===== config.mk =====
export PLATFORM = sky130hd
export DESIGN_NAME = json_string_unescape_flat
export DESIGN_NICKNAME = d
export VERILOG_FILES = /design/src/jsu_pkg.sv /design/src/jsu_ifs.sv /design/src/jsu_front.sv /design/src/jsu_queue.sv /design/src/jsu_back.sv /design/src/json_string_unescape.sv /design/src/flat_wrapper.sv
export SDC_FILE = /design/constraint.sdc
export NUM_CORES = 1
export LEC_CHECK = 0
export ABC_AREA = 1
export BUFFER_PORTS_ARGS = -buffer_cell sky130_fd_sc_hd__buf_4
export CORE_MARGIN = 1.5
export CORE_UTILIZATION = 40
export CTS_BUF_LIST = sky130_fd_sc_hd__clkbuf_2 sky130_fd_sc_hd__clkbuf_4 sky130_fd_sc_hd__clkbuf_8
export CTS_CLUSTER_DIAMETER = 150
export DETAILED_ROUTE_END_ITERATION = 10
export HOLD_SLACK_MARGIN = 0.12
export PLACE_DENSITY = 0.61
export SYNTH_ARGS = -nofsm -noshare
export SYNTH_HDL_FRONTEND = slang
export SYNTH_HIERARCHICAL = 1
export SYNTH_SLANG_ARGS = --single-unit
export TNS_END_PERCENT = 50

===== constraint.sdc =====
create_clock -name clock -period 8.6 [get_ports clock]
set_clock_uncertainty 0.15 [all_clocks]
set_input_delay 1.72 -clock clock [delete_from_list [all_inputs] [get_ports clock]]
set_output_delay 1.72 -clock clock [all_outputs]
set_load 0.03 [all_outputs]

===== src/jsu_pkg.sv =====
// ----------------------------------------------------------------------------
// jsu_pkg: shared types and constants for the JSON string unescaper
// Escape modes, result status codes, the command word passed from the
// front end to the back end, and the character helper functions.
// ----------------------------------------------------------------------------
package jsu_pkg;

   typedef enum logic [2:0] {
      MODE_PLAIN = 3'd0,
      MODE_ESC   = 3'd1,
      MODE_HEX1  = 3'd2,
      MODE_HEX2  = 3'd3,
      MODE_HEX3  = 3'd4,
      MODE_HEX4  = 3'd5
   } mode_type;

   typedef enum logic [1:0] {
      ST_BYTE  = 2'd0,
      ST_CLOSE = 2'd1,
      ST_ERROR = 2'd2
   } status_type;

   localparam int unsigned SHOWN_BITS = 16;
   localparam int unsigned QDEPTH     = 4;
   localparam int unsigned QPTR_BITS  = 2;
   localparam int unsigned QFILL_BITS = 3;

   localparam logic [7:0] CH_QUOTE = 8'h22;
   localparam logic [7:0] CH_BSLASH = 8'h5C;
   localparam logic [7:0] CH_LF    = 8'h0A;
   localparam logic [7:0] CH_U     = 8'h75;
   localparam logic [7:0] CH_NUL   = 8'h00;

   localparam logic [15:0] UTF_ONE_MAX = 16'h007F;
   localparam logic [15:0] UTF_TWO_MAX = 16'h07FF;
   localparam logic [7:0]  LEAD2_MASK  = 8'h1F;
   localparam logic [7:0]  LEAD2_TAG   = 8'hC0;
   localparam logic [7:0]  LEAD3_MASK  = 8'h0F;
   localparam logic [7:0]  LEAD3_TAG   = 8'hE0;
   localparam logic [7:0]  CONT_MASK   = 8'h3F;
   localparam logic [7:0]  CONT_TAG    = 8'h80;

   // one command yields count results (one to three), taken in order
   typedef struct packed {
      logic [7:0]            byte0;
      logic [7:0]            byte1;
      logic [7:0]            byte2;
      logic [1:0]            count;
      status_type            status;
      logic [SHOWN_BITS-1:0] line;
   } cmd_type;

   // {valid, digit value}
   function automatic logic [4:0] hex_value(input logic [7:0] c);
      logic [4:0] r;
      r = 5'd0;
      if (c >= 8'h30 && c <= 8'h39) begin
         r = {1'b1, 4'(c - 8'h30)};
      end else if (c >= 8'h61 && c <= 8'h66) begin
         r = {1'b1, 4'(c - 8'h57)};
      end else if (c >= 8'h41 && c <= 8'h46) begin
         r = {1'b1, 4'(c - 8'h37)};
      end
      return r;
   endfunction

   // zero means the letter is not a single-byte escape
   function automatic logic [7:0] escape_map(input logic [7:0] c);
      logic [7:0] r;
      unique case (c)
         8'h22: r = 8'h22;
         8'h27: r = 8'h27;
         8'h2F: r = 8'h2F;
         8'h5C: r = 8'h5C;
         8'h61: r = 8'h07;
         8'h62: r = 8'h08;
         8'h66: r = 8'h0C;
         8'h6E: r = 8'h0A;
         8'h72: r = 8'h0D;
         8'h74: r = 8'h09;
         default: r = 8'h00;
      endcase
      return r;
   endfunction

endpackage


===== src/jsu_ifs.sv =====
// ----------------------------------------------------------------------------
// jsu_req_if / jsu_rsp_if: valid/ready channels of the string unescaper
// A transaction moves when valid and ready are both high at a clock edge.
// ----------------------------------------------------------------------------
interface jsu_req_if;
   logic       valid;
   logic       ready;
   logic [7:0] in_byte;

   modport source (output valid, output in_byte, input ready);
   modport sink (input valid, input in_byte, output ready);
endinterface

interface jsu_rsp_if;
   logic        valid;
   logic        ready;
   logic [7:0]  out_byte;
   logic [1:0]  status;
   logic        last;
   logic [15:0] line_number;

   modport source (output valid, output out_byte, output status, output last,
                   output line_number, input ready);
   modport sink (input valid, input out_byte, input status, input last,
                 input line_number, output ready);
endinterface


===== src/jsu_front.sv =====
// ----------------------------------------------------------------------------
// jsu_front: input decode of the string unescaper
// Tracks the escape mode, gathers \u hex digits, counts raw line feeds and
// turns every accepted byte into at most one command for the back end.
// ----------------------------------------------------------------------------
module jsu_front import jsu_pkg::*; #(
   parameter int unsigned LINE_BITS = 16
) (
   input  logic         clock,
   input  logic         reset,
   jsu_req_if.sink      req_bus,
   input  logic         q_full,
   output logic         push,
   output cmd_type      push_cmd
);

   mode_type              mode_ff, mode_in;
   logic [15:0]           cp_ff, cp_in;
   logic [LINE_BITS-1:0]  line_ff, line_in;
   logic [SHOWN_BITS-1:0] line_shown;
   logic                  accept;
   logic [7:0]            c;
   logic [4:0]            hv;
   logic [7:0]            esc;
   logic [15:0]           cp_next;
   cmd_type               cmd;

   assign req_bus.ready = !q_full;
   assign accept  = req_bus.valid && req_bus.ready;
   assign c       = req_bus.in_byte;
   assign hv      = hex_value(c);
   assign esc     = escape_map(c);
   assign cp_next = {cp_ff[11:0], hv[3:0]};

   // next state
   always_comb begin
      mode_in = mode_ff;
      cp_in   = cp_ff;
      line_in = line_ff;
      if (accept) begin
         if (c == CH_NUL) begin
            mode_in = MODE_PLAIN;
            cp_in   = 16'h0000;
         end else begin
            unique case (mode_ff)
               MODE_ESC: begin
                  if (esc != 8'h00) begin
                     mode_in = MODE_PLAIN;
                  end else if (c == CH_U) begin
                     mode_in = MODE_HEX1;
                     cp_in   = 16'h0000;
                  end else begin
                     mode_in = MODE_PLAIN;
                     cp_in   = 16'h0000;
                  end
               end
               MODE_HEX1, MODE_HEX2, MODE_HEX3: begin
                  if (!hv[4]) begin
                     mode_in = MODE_PLAIN;
                     cp_in   = 16'h0000;
                  end else begin
                     cp_in = cp_next;
                     unique case (mode_ff)
                        MODE_HEX1: mode_in = MODE_HEX2;
                        MODE_HEX2: mode_in = MODE_HEX3;
                        default:   mode_in = MODE_HEX4;
                     endcase
                  end
               end
               MODE_HEX4: begin
                  mode_in = MODE_PLAIN;
                  cp_in   = 16'h0000;
               end
               default: begin
                  mode_in = (c == CH_BSLASH) ? MODE_ESC : MODE_PLAIN;
                  if (c == CH_QUOTE) begin
                     cp_in = 16'h0000;
                  end
                  if (c == CH_LF && line_ff != {LINE_BITS{1'b1}}) begin
                     line_in = line_ff + 1'b1;
                  end
               end
            endcase
         end
      end
   end

   // clamp the count to the 16-bit field
   generate
      if (LINE_BITS > SHOWN_BITS) begin : g_wide
         assign line_shown = (|line_in[LINE_BITS-1:SHOWN_BITS]) ?
                             {SHOWN_BITS{1'b1}} : line_in[SHOWN_BITS-1:0];
      end else begin : g_narrow
         assign line_shown = SHOWN_BITS'(line_in);
      end
   endgenerate

   // command output
   always_comb begin
      cmd.byte0  = 8'h00;
      cmd.byte1  = 8'h00;
      cmd.byte2  = 8'h00;
      cmd.count  = 2'd0;
      cmd.status = ST_BYTE;
      cmd.line   = line_shown;
      if (c == CH_NUL) begin
         cmd.count  = 2'd1;
         cmd.status = ST_ERROR;
      end else begin
         unique case (mode_ff)
            MODE_ESC: begin
               if (esc != 8'h00) begin
                  cmd.byte0 = esc;
                  cmd.count = 2'd1;
               end else if (c != CH_U) begin
                  cmd.count  = 2'd1;
                  cmd.status = ST_ERROR;
               end
            end
            MODE_HEX1, MODE_HEX2, MODE_HEX3: begin
               if (!hv[4]) begin
                  cmd.count  = 2'd1;
                  cmd.status = ST_ERROR;
               end
            end
            MODE_HEX4: begin
               if (!hv[4]) begin
                  cmd.count  = 2'd1;
                  cmd.status = ST_ERROR;
               end else if (cp_next <= UTF_ONE_MAX) begin
                  cmd.byte0 = cp_next[7:0];
                  cmd.count = 2'd1;
               end else if (cp_next <= UTF_TWO_MAX) begin
                  cmd.byte0 = (cp_next[13:6] & LEAD2_MASK) | LEAD2_TAG;
                  cmd.byte1 = (cp_next[7:0] & CONT_MASK) | CONT_TAG;
                  cmd.count = 2'd2;
               end else begin
                  cmd.byte0 = (cp_next[15:8] >> 4) | LEAD3_TAG;
                  cmd.byte1 = (cp_next[13:6] & CONT_MASK) | CONT_TAG;
                  cmd.byte2 = (cp_next[7:0] & CONT_MASK) | CONT_TAG;
                  cmd.count = 2'd3;
               end
            end
            default: begin
               if (c == CH_QUOTE) begin
                  cmd.count  = 2'd1;
                  cmd.status = ST_CLOSE;
               end else if (c != CH_BSLASH) begin
                  cmd.byte0 = c;
                  cmd.count = 2'd1;
               end
            end
         endcase
      end
   end

   assign push     = accept && (cmd.count != 2'd0);
   assign push_cmd = cmd;

   always_ff @(posedge clock) begin
      if (reset) begin
         mode_ff <= MODE_PLAIN;
         cp_ff   <= 16'h0000;
         line_ff <= '0;
      end else begin
         mode_ff <= mode_in;
         cp_ff   <= cp_in;
         line_ff <= line_in;
      end
   end

endmodule


===== src/jsu_queue.sv =====
// ----------------------------------------------------------------------------
// jsu_queue: command queue between front and back end
// Four-entry FIFO; the head entry is visible without a read cycle.
// ----------------------------------------------------------------------------
module jsu_queue import jsu_pkg::*; (
   input  logic    clock,
   input  logic    reset,
   input  logic    push,
   input  cmd_type push_cmd,
   input  logic    pop,
   output logic    full,
   output logic    empty,
   output cmd_type head
);

   cmd_type               entry_ff [QDEPTH];
   logic [QPTR_BITS-1:0]  wr_ptr_ff, wr_ptr_in;
   logic [QPTR_BITS-1:0]  rd_ptr_ff, rd_ptr_in;
   logic [QFILL_BITS-1:0] fill_ff, fill_in;
   logic                  do_push, do_pop;

   assign full    = (fill_ff == QFILL_BITS'(QDEPTH));
   assign empty   = (fill_ff == '0);
   assign head    = entry_ff[rd_ptr_ff];
   assign do_push = push && !full;
   assign do_pop  = pop && !empty;

   always_comb begin
      wr_ptr_in = do_push ? wr_ptr_ff + 1'b1 : wr_ptr_ff;
      rd_ptr_in = do_pop ? rd_ptr_ff + 1'b1 : rd_ptr_ff;
      fill_in   = fill_ff;
      if (do_push && !do_pop) begin
         fill_in = fill_ff + 1'b1;
      end else if (do_pop && !do_push) begin
         fill_in = fill_ff - 1'b1;
      end
   end

   always_ff @(posedge clock) begin
      if (do_push) begin
         entry_ff[wr_ptr_ff] <= push_cmd;
      end
   end

   always_ff @(posedge clock) begin
      if (reset) begin
         wr_ptr_ff <= '0;
         rd_ptr_ff <= '0;
         fill_ff   <= '0;
      end else begin
         wr_ptr_ff <= wr_ptr_in;
         rd_ptr_ff <= rd_ptr_in;
         fill_ff   <= fill_in;
      end
   end

endmodule


===== src/jsu_back.sv =====
// ----------------------------------------------------------------------------
// jsu_back: result sequencer of the string unescaper
// Walks the head command's bytes into the registered result channel, one
// result per cycle when not stalled; retires the command after its final byte.
// ----------------------------------------------------------------------------
module jsu_back import jsu_pkg::*; (
   input  logic      clock,
   input  logic      reset,
   input  logic      q_empty,
   input  cmd_type   head,
   output logic      pop,
   jsu_rsp_if.source rsp_bus
);

   logic        valid_ff, valid_in;
   logic [7:0]  byte_ff, byte_in;
   status_type  status_ff, status_in;
   logic        last_ff, last_in;
   logic [15:0] line_ff, line_in;
   logic [1:0]  idx_ff, idx_in;
   logic        load, final_byte;

   // output register is free when empty or being taken this cycle
   assign load       = !valid_ff || rsp_bus.ready;
   assign final_byte = (idx_ff == head.count - 2'd1);
   assign pop        = load && !q_empty && final_byte;

   always_comb begin
      valid_in  = valid_ff;
      byte_in   = byte_ff;
      status_in = status_ff;
      last_in   = last_ff;
      line_in   = line_ff;
      idx_in    = idx_ff;
      if (load) begin
         valid_in  = !q_empty;
         status_in = head.status;
         last_in   = final_byte;
         line_in   = head.line;
         unique case (idx_ff)
            2'd0:    byte_in = head.byte0;
            2'd1:    byte_in = head.byte1;
            default: byte_in = head.byte2;
         endcase
         if (!q_empty) begin
            idx_in = final_byte ? 2'd0 : idx_ff + 2'd1;
         end
      end
   end

   always_ff @(posedge clock) begin
      if (reset) begin
         valid_ff <= 1'b0;
         idx_ff   <= 2'd0;
      end else begin
         valid_ff <= valid_in;
         idx_ff   <= idx_in;
      end
   end

   always_ff @(posedge clock) begin
      byte_ff   <= byte_in;
      status_ff <= status_in;
      last_ff   <= last_in;
      line_ff   <= line_in;
   end

   assign rsp_bus.valid       = valid_ff;
   assign rsp_bus.out_byte    = byte_ff;
   assign rsp_bus.status      = status_ff;
   assign rsp_bus.last        = last_ff;
   assign rsp_bus.line_number = line_ff;

endmodule


===== src/json_string_unescape.sv =====
// ----------------------------------------------------------------------------
// json_string_unescape: JSON string body decoder with UTF-8 output
// Usage:
//   req_bus carries one byte of string text per transaction, starting just
//   after the opening quote. rsp_bus carries the results: decoded bytes
//   (status 0), string closed (status 1) or syntax error (status 2), with
//   last marking the final result of an input byte and line_number the
//   saturated count of raw line feeds so far.
//   Backslash, the u and the first three hex digits of \uXXXX give no
//   result; the fourth hex digit gives one to three UTF-8 bytes.
// Path: an accepted input byte is written as a command into the command
//   queue, and the queue head is then loaded into the registered output,
//   behind any commands queued ahead of it.
// Throughput: one input byte per cycle; one result per cycle while rsp_bus
//   ready is high, so a \u escape needing two or three output bytes holds
//   the back end until all of them are out. The four-entry command queue
//   absorbs those bursts; req_bus ready drops only while the queue is full.
// Reset: synchronous, clears escape state, line count, queue and output.
// Stall: while rsp_bus ready is low the output holds, the queue fills, and
//   then req_bus ready falls. No transaction is dropped.
// ----------------------------------------------------------------------------
module json_string_unescape import jsu_pkg::*; #(
   parameter int unsigned LINE_BITS = 16
) (
   input  logic      clock,
   input  logic      reset,
   jsu_req_if.sink   req_bus,
   jsu_rsp_if.source rsp_bus
);

   logic    push, pop, q_full, q_empty;
   cmd_type push_cmd, head;

   jsu_front #(.LINE_BITS(LINE_BITS)) u_front (
      .clock    (clock),
      .reset    (reset),
      .req_bus  (req_bus),
      .q_full   (q_full),
      .push     (push),
      .push_cmd (push_cmd)
   );

   jsu_queue u_queue (
      .clock    (clock),
      .reset    (reset),
      .push     (push),
      .push_cmd (push_cmd),
      .pop      (pop),
      .full     (q_full),
      .empty    (q_empty),
      .head     (head)
   );

   jsu_back u_back (
      .clock   (clock),
      .reset   (reset),
      .q_empty (q_empty),
      .head    (head),
      .pop     (pop),
      .rsp_bus (rsp_bus)
   );

endmodule


===== src/flat_wrapper.sv =====
// flat-port wrapper written by rule: the top's interface ports become plain ports
module json_string_unescape_flat import jsu_pkg::*;
#(
   parameter int unsigned LINE_BITS = 16
)
  (clock, reset, req_bus_valid, req_bus_in_byte, req_bus_ready, rsp_bus_valid, rsp_bus_out_byte, rsp_bus_status, rsp_bus_last, rsp_bus_line_number, rsp_bus_ready);
  jsu_req_if req_bus_i ();
  jsu_rsp_if rsp_bus_i ();
  input  logic clock;
  input  logic reset;
  input wire logic [$bits(req_bus_i.valid)-1:0] req_bus_valid;
  input wire logic [$bits(req_bus_i.in_byte)-1:0] req_bus_in_byte;
  output wire logic [$bits(req_bus_i.ready)-1:0] req_bus_ready;
  output wire logic [$bits(rsp_bus_i.valid)-1:0] rsp_bus_valid;
  output wire logic [$bits(rsp_bus_i.out_byte)-1:0] rsp_bus_out_byte;
  output wire logic [$bits(rsp_bus_i.status)-1:0] rsp_bus_status;
  output wire logic [$bits(rsp_bus_i.last)-1:0] rsp_bus_last;
  output wire logic [$bits(rsp_bus_i.line_number)-1:0] rsp_bus_line_number;
  input wire logic [$bits(rsp_bus_i.ready)-1:0] rsp_bus_ready;
  assign req_bus_i.valid = req_bus_valid;
  assign req_bus_i.in_byte = req_bus_in_byte;
  assign req_bus_ready = req_bus_i.ready;
  assign rsp_bus_valid = rsp_bus_i.valid;
  assign rsp_bus_out_byte = rsp_bus_i.out_byte;
  assign rsp_bus_status = rsp_bus_i.status;
  assign rsp_bus_last = rsp_bus_i.last;
  assign rsp_bus_line_number = rsp_bus_i.line_number;
  assign rsp_bus_i.ready = rsp_bus_ready;
  json_string_unescape #(.LINE_BITS(LINE_BITS)) u_core (.clock(clock), .reset(reset), .req_bus(req_bus_i), .rsp_bus(rsp_bus_i));
endmodule

; After elaboration in Yosys (flattened, before gate mapping)
; Memory sizes are Yosys's and may differ from the RTL's. A register that Yosys moved wholly into a read port is not among the register bits.
; Index checks and enable logic that the tools add are counted.
[totals]
rom_bits = 0
mem_count = 1
reg_bits = 68
latch_bits = 0
mem_bits_rw = 176
out_inout_bits = 29
in_bits = 12
elab_cells = 137
[mem_list]
columns = name, words, width, read_ports, rd_ports_with_merged_regs, write_ports, line
row1 = u_core.u_queue.entry_ff, 4, 44, 1, 1, 1, jsu_queue.sv:16  ; cmd_type entry_ff [QDEPTH];
[op_classes]
n_mux = 52
bitwise = 1
n_lt_le_gt_ge = 8
div = 0
n_reduce_logical = 29
eq_ne = 24
shifts = 0
n_addsub = 10
multipliers = 0
[op_table]
columns = operator, n
row1 = $mux 16, 6
row2 = $pmux 7 s10, 1
row3 = $eq 8x7->1 const B, 8
row4 = $mux 12, 4
row5 = $mux 24, 2
row6 = $mux 8, 5
row7 = $pmux 12 s3, 1
row8 = $eq 8x6->1 const B, 3
row9 = $pmux 8 s3, 1
row10 = $mux 2, 10
row11 = $mux 3, 6
row12 = $add 16x1->16 const B, 1
row13 = $ge 8x7->1 const B, 2
row14 = $le 16x11->1 const B, 1
row15 = $le 16x7->1 const B, 1
row16 = $le 8x7->1 const B, 2
row17 = $ne 16x16->1 const B, 1
row18 = $ne 8x7->1 const B, 2
row19 = $pmux 8 s2, 1
row20 = $mux 5, 3
row21 = $mux 14, 1
row22 = $logic_and 1x1->1, 12
row23 = $pmux 4 s3, 1
row24 = $eq 3x3->1 const B, 3
row25 = other kinds (31), 46

; Longest topological paths before layout
[logic_depth]
ltp_word = 18
mapped_depth = 23
depth_no_buf = 23

; Modules after synthesis
; The synthesis kept the hierarchy.
[by_module_without_submodules]
columns = module, cells_per_inst, area_per_inst_um2, n_inst, seq_area_each_um2
row1 = jsu_queue, 495, 7095.6, 1, 5465.2
row2 = jsu_front, 524, 2965.3, 1, 620.6
row3 = jsu_back, 87, 1196.1, 1, 870.8

; Least setup slack after synthesis
; No wires, ideal clock.
[synth_path]
kind = input port to flip-flop
startpoint = input req_bus_in_byte[1]
endpoint = memory u_core/u_queue/entry_ff[0][0] (netlist name) (enable)
required_time_ns = 8.004
setup_ns = 0.446
path_buffers = 0
setup_slack_ns = 3.094
path_stages = 14
t_arrival_ns = 4.911
path_cell_list = inv_1 -> ha_1 -> inv_1 -> nand3_1 -> nand2_2 -> o21ai_4 -> inv_2 -> nor2_8 -> nand2_2 -> nand4_1 -> nand2_1 -> inv_1 -> nand2_1 -> nor2_1
[synth_via]
elab_chain_cells = 16
word_cells_on_any_way = 47
cone_classes = add/sub (3) / order compare (8) / eq/ne (12) / mux (16) / reduce/logical (8)
[synth_lines]
columns = element, line
row1 = start: declaration, flat_wrapper.sv:12  ; input wire logic [$bits(req_bus_i.in_byte)-1:0] req_bus_in_byte;
row2 = $ge 8x7->1 or $le 8x7->1 (tied branches), jsu_pkg.sv:61  ; end else if (c >= 8'h41 && c <= 8'h46) begin
row3 = $logic_and 1x1->1, jsu_pkg.sv:61
row4 = $mux 5, jsu_pkg.sv:61
row5 = $mux 5, jsu_pkg.sv:59  ; end else if (c >= 8'h61 && c <= 8'h66) begin
row6 = $mux 5, jsu_pkg.sv:57  ; if (c >= 8'h30 && c <= 8'h39) begin
row7 = $le 16x11->1, jsu_front.sv:133  ; end else if (cp_next <= UTF_TWO_MAX) begin
row8 = $mux 1, jsu_front.sv:133
row9 = $mux 2, jsu_front.sv:130  ; end else if (cp_next <= UTF_ONE_MAX) begin
row10 = $mux 2, jsu_front.sv:127  ; if (!hv[4]) begin
row11 = $pmux 4 s3, jsu_front.sv:110  ; unique case (mode_ff)
row12 = $mux 4 (*), jsu_front.sv:106  ; if (c == CH_NUL) begin
row13 = $reduce_bool 2->1 (*), jsu_front.sv:157  ; assign push = accept && (cmd.count != 2'd0);
row14 = $logic_and 1x1->1 (*), jsu_front.sv:157
row15 = named net u_core.push, json_string_unescape.sv:31  ; logic push, pop, q_full, q_empty;
row16 = $logic_and 1x1->1 (*), jsu_queue.sv:25  ; assign do_push = push && !full;
row17 = $mux 1 (*), jsu_queue.sv:40  ; if (do_push) begin
row18 = $mux 1 (implied by the code) (*), jsu_queue.sv:41  ; entry_ff[wr_ptr_ff] <= push_cmd;
row19 = end: declaration, jsu_queue.sv:16
; The timed path passes the listed nets; every way through them passes the cells marked *.

; Worst setup path after layout
[layout_path]
startpoint = input req_bus_in_byte[1]
endpoint = memory u_core/u_queue/entry_ff[0][38] (netlist name) (enable)
; The elaborated chain is that of the path after synthesis.

==> impl_metrics.py <==
metrics = {
    "status": {
        "outcome": "finished clean",
    },
    "setup_path": {
        "critPathKind": "input port to flop",
        "cp_data_required_time_ps": 8600,
        "slowest_stage": "buf_4",
        "crit_path_end_kind": "flop",
        "worst_ep_arrival_time_ps": 4670,
        "cp_common_cell": "inv_1",
        "max_stage_delay_ps": 550,
        "r2r_cells": 16,
        "critPathTopFamily": "simple AND/OR/NAND/NOR gates",
        "path_cells": "buf_4 > inv_1 > ha_1 > inv_1 > nand3_1 > nand2_2 > o21ai_4 > inv_2 > nor2_8 > nand2_2 > nand4_1 > nand2_1 > inv_1 > nand2_1 > nor2_4 > buf_4",
        "start_kind": "input port",
        "path_depth": 16,
        "cp-startpoint": "req_bus_in_byte[1]",
        "path_buf_inv": 6,
        "worst-path-max-fanout": 37,
    },
    "synth": {
        "synth_mux_area_share_pct": 0,
        "netlist_area_um2": 11300,
        "synth_xor_area_share_pct": 0.389,
        "synthDominantCellAreaShare_pct": 54.2,
        "synth_top_family_by_area": "simple AND/OR/NAND/NOR gates",
        "ys_seq_elements": 246,
        "ys.flop_type": "edfxtp_1",
        "synth_compound_area_share_pct": 11.7,
        "synthAdderAreaFrac_pct": 1.62,
        "synth_edf_count": 203,
        "synthTopCellsByCount": "edfxtp_1 (203), nand2_1 (185), nor2_1 (182)",
        "syn_avg_cell_area_um2": 10.2,
        "synth_cell_types": 46,
        "yosys.area_share.simple_pct": 18.5,
        "ys_seq_area_share_pct": 61.8,
        "synthArstFlopShare_pct": 0,
        "yosys-top-cells-area": "edfxtp_1 (54%), dfxtp_1 (7.6%), nand2_1 (6.2%)",
        "netlist_instances": 1106,
        "synth_warnings": 6,
        "synth_top_area_cell": "edfxtp_1",
        "synth.most_common_cell": "edfxtp_1",
    },
    "clocking": {
        "holdBufCountCts": 0,
        "cts_made_buffers": 40,
        "cts.reportedPaths.clkPinSlew_ps": 60,
        "cts_tree": "done",
        "cts-root-buf": "clkbuf_8",
        "clock_latency_ps": 530,
        "post_cts_resized": 0,
        "clock_sinks": 246,
        "clockBufferDepth": 3,
        "htreeDepth": 2,
        "postCtsSetupBuffers": 0,
    },
    "global_routing": {
        "antenna_found_initial": 0,
        "grt_overflow": 0,
        "grt_max_degree": 89,
        "grt_pass1_vias": 7414,
        "grt_pass1_wl_mm": 39.5,
        "grt_use_total_pct": 17.5,
    },
    "timing": {
        "period_needed_ps": 4670,
        "fin_tns_setup_ps": 0,
        "finalCritPeriodShare_pct": 54.3,
        "maxSlewHeadroom_pct": 45.4,
        "finalSetupViolCount": 0,
        "rsz0062_at_grt": "no",
        "finalHoldWorstSlack_ps": 337,
        "worst_pin_slew_ps": 819,
        "drv_slew": 0,
        "hold_viol": 0,
        "fmaxAchievable_mhz": 214,
    },
    "route": {
        "wl_mm": 25.2,
        "drcViolationCount": 0,
        "dr.first_iter.drc_count": 582,
        "via_per_inst": 5.02,
        "wl_per_cell_um": 16.2,
        "first_pass_iters": 5,
        "vias": 7844,
        "detail-route-antenna-nets": 0,
    },
    "cells_and_area": {
        "syn2layout_area_growth_pct": 12.5,
        "fin_cells": 1561,
        "drive_gt1_share_pct": 17.3,
        "fin_nets": 1179,
        "final_util_pct": 45.7,
        "antenna_cells": 0,
    },
    "hold_path": {
        "whs_path_depth": 2,
        "min_path_type": "flop to flop",
        "hp-start": "u_core/u_front/cp_ff[7]$_SDFFE_PP0P_",
    },
    "floorplanning": {
        "fp.dieH_um": 171,
        "rows": 61,
        "floorplan.initialDensity_pct": 40.6,
        "fp.coreArea_um2": 27700,
        "die_w_um": 171,
        "dieArea_um2": 29200,
        "num_io_pins": 41,
    },
    "placed_design": {
        "placed_cells": 1489,
        "place.gp.congestion": 0.894,
        "numPortBuffers": 40,
        "dpl.hpwl_mm": 15.7,
    },
    "pwr": {
        "swShare_pct": 34.3,
        "leakagePower_uw": 0.00474,
        "power.net_switching_uw": 1290,
        "p_int_uw": 2470,
        "pwr-share-seq_pct": 43.2,
        "p_per_area_nw_per_um2": 297,
        "combPwrFrac_pct": 29.6,
        "ir_worst_vdd_uv": 118,
        "clkPwrFrac_pct": 27.2,
    },
    "run": {
        "drv_cap": 0,
    },
}
==> final cells by class <==
class	instances	area, um2
Fill cell	2580	15000
Sequential cell	246	6960
Multi-Input combinational cell	715	3660
Clock buffer	61	739
Tap cell	378	473
Inverter	102	388
Timing Repair Buffer	48	360
Clock inverter	11	85.1
==> kinds of logic after synthesis <==
logic type      after synthesis
simple gates                468
flops                       246
compound gates              226
buf+inv                     146
fa+ha+maj                    14
xor+xnor                      5
other cells                   1
==> power by group through the flow <==
stage          sequential (uW)  clock (uW)  combinational, uW
2_1_floorplan             1790           0                656
3_3_place_gp              1650           0               1110
3_5_place_dp              1650           0               1120
4_1_cts                   1630        1050               1120
5_1_grt                   1650        1100               1220
6_report                  1620        1020               1110
==> layout by cell type (no fill, tap or decap), types with 7 or more instances in the layout <==
cell,Yosys,routed
nor3_1,9,9
buf_4,7,48
nand2_2,15,15
a22oi_1,10,10
edfxtp_1,203,203
nand2_1,185,185
o21ai_0,102,102
dfxtp_1,43,42
nand4_1,9,9
ha_1,13,13
a21oi_1,32,32
nand3_1,26,26
nor2_1,182,178
o22ai_2,10,10
inv_1,83,83
inv_2,18,18
nor2_2,17,17
clkbuf_4,0,16
clkbuf_8,0,45
o22ai_1,36,36
o21ai_1,24,24
nor2_4,3,7
==> per-stage QoR <==
| stage | total power (uW) | setup WS, ps | area [um2] |
|---|---|---|---|
| 4_1_cts | 3800 | 3970 | 12700 |
| 3_5_place_dp | 2770 | 3410 | 11800 |
| 3_3_place_gp | 2760 | 3550 | 11800 |
| 5_1_grt | 3960 | 3710 | 12700 |
| 2_1_floorplan | 2440 | 3090 | 11300 |
| 6_report | 3760 | 3930 | 12700 |
==> worst paths after layout <==
path / slack [ps] / endpoint
max: 3930 / u_core/u_queue/entry_ff[0][38]$_DFFE_PP_
min: 340 / u_core/u_front/cp_ff[7]$_SDFFE_PP0P_
max reg2reg: 4980 / u_core/u_queue/fill_ff[1]$_SDFFE_PP0P_
min reg2reg: 340 / u_core/u_front/cp_ff[7]$_SDFFE_PP0P_
==> tightest hold or removal path: cells and delay by family (launching register included) <==
kind             cells  cell delay (ps)
flip-flops           1              320
AND/OR/NAND/NOR      2              130
==> per-layer routing <==
layer | part of all wire, % | GRT usage, % | up-vias
met5 | 0 | 0 | -
met4 | 2.2 | 6.04 | 0
met3 | 5.0 | 2.82 | 51
met2 | 46 | 28.3 | 194
met1 | 47 | 24.0 | 3698
li1 | - | - | 3901
==> flip-flops by register name (all words and copies together) (netlist names), named ones only <==
signal and cells:
u_core/u_back/rsp_bus.status 2, u_core/u_queue/wr_ptr_ff 2, u_core/u_back/rsp_bus.line_number 16, u_core/u_front/cp_ff 12
u_core/u_back/rsp_bus.valid 1, u_core/u_back/rsp_bus.last 1, u_core/u_queue/entry_ff 176, u_core/u_front/mode_ff 3
u_core/u_front/line_ff 16, u_core/u_queue/fill_ff 3, u_core/u_back/rsp_bus.out_byte 8, u_core/u_back/idx_ff 2
u_core/u_queue/rd_ptr_ff 2
Note: power is estimated with default switching activity, not from simulation.
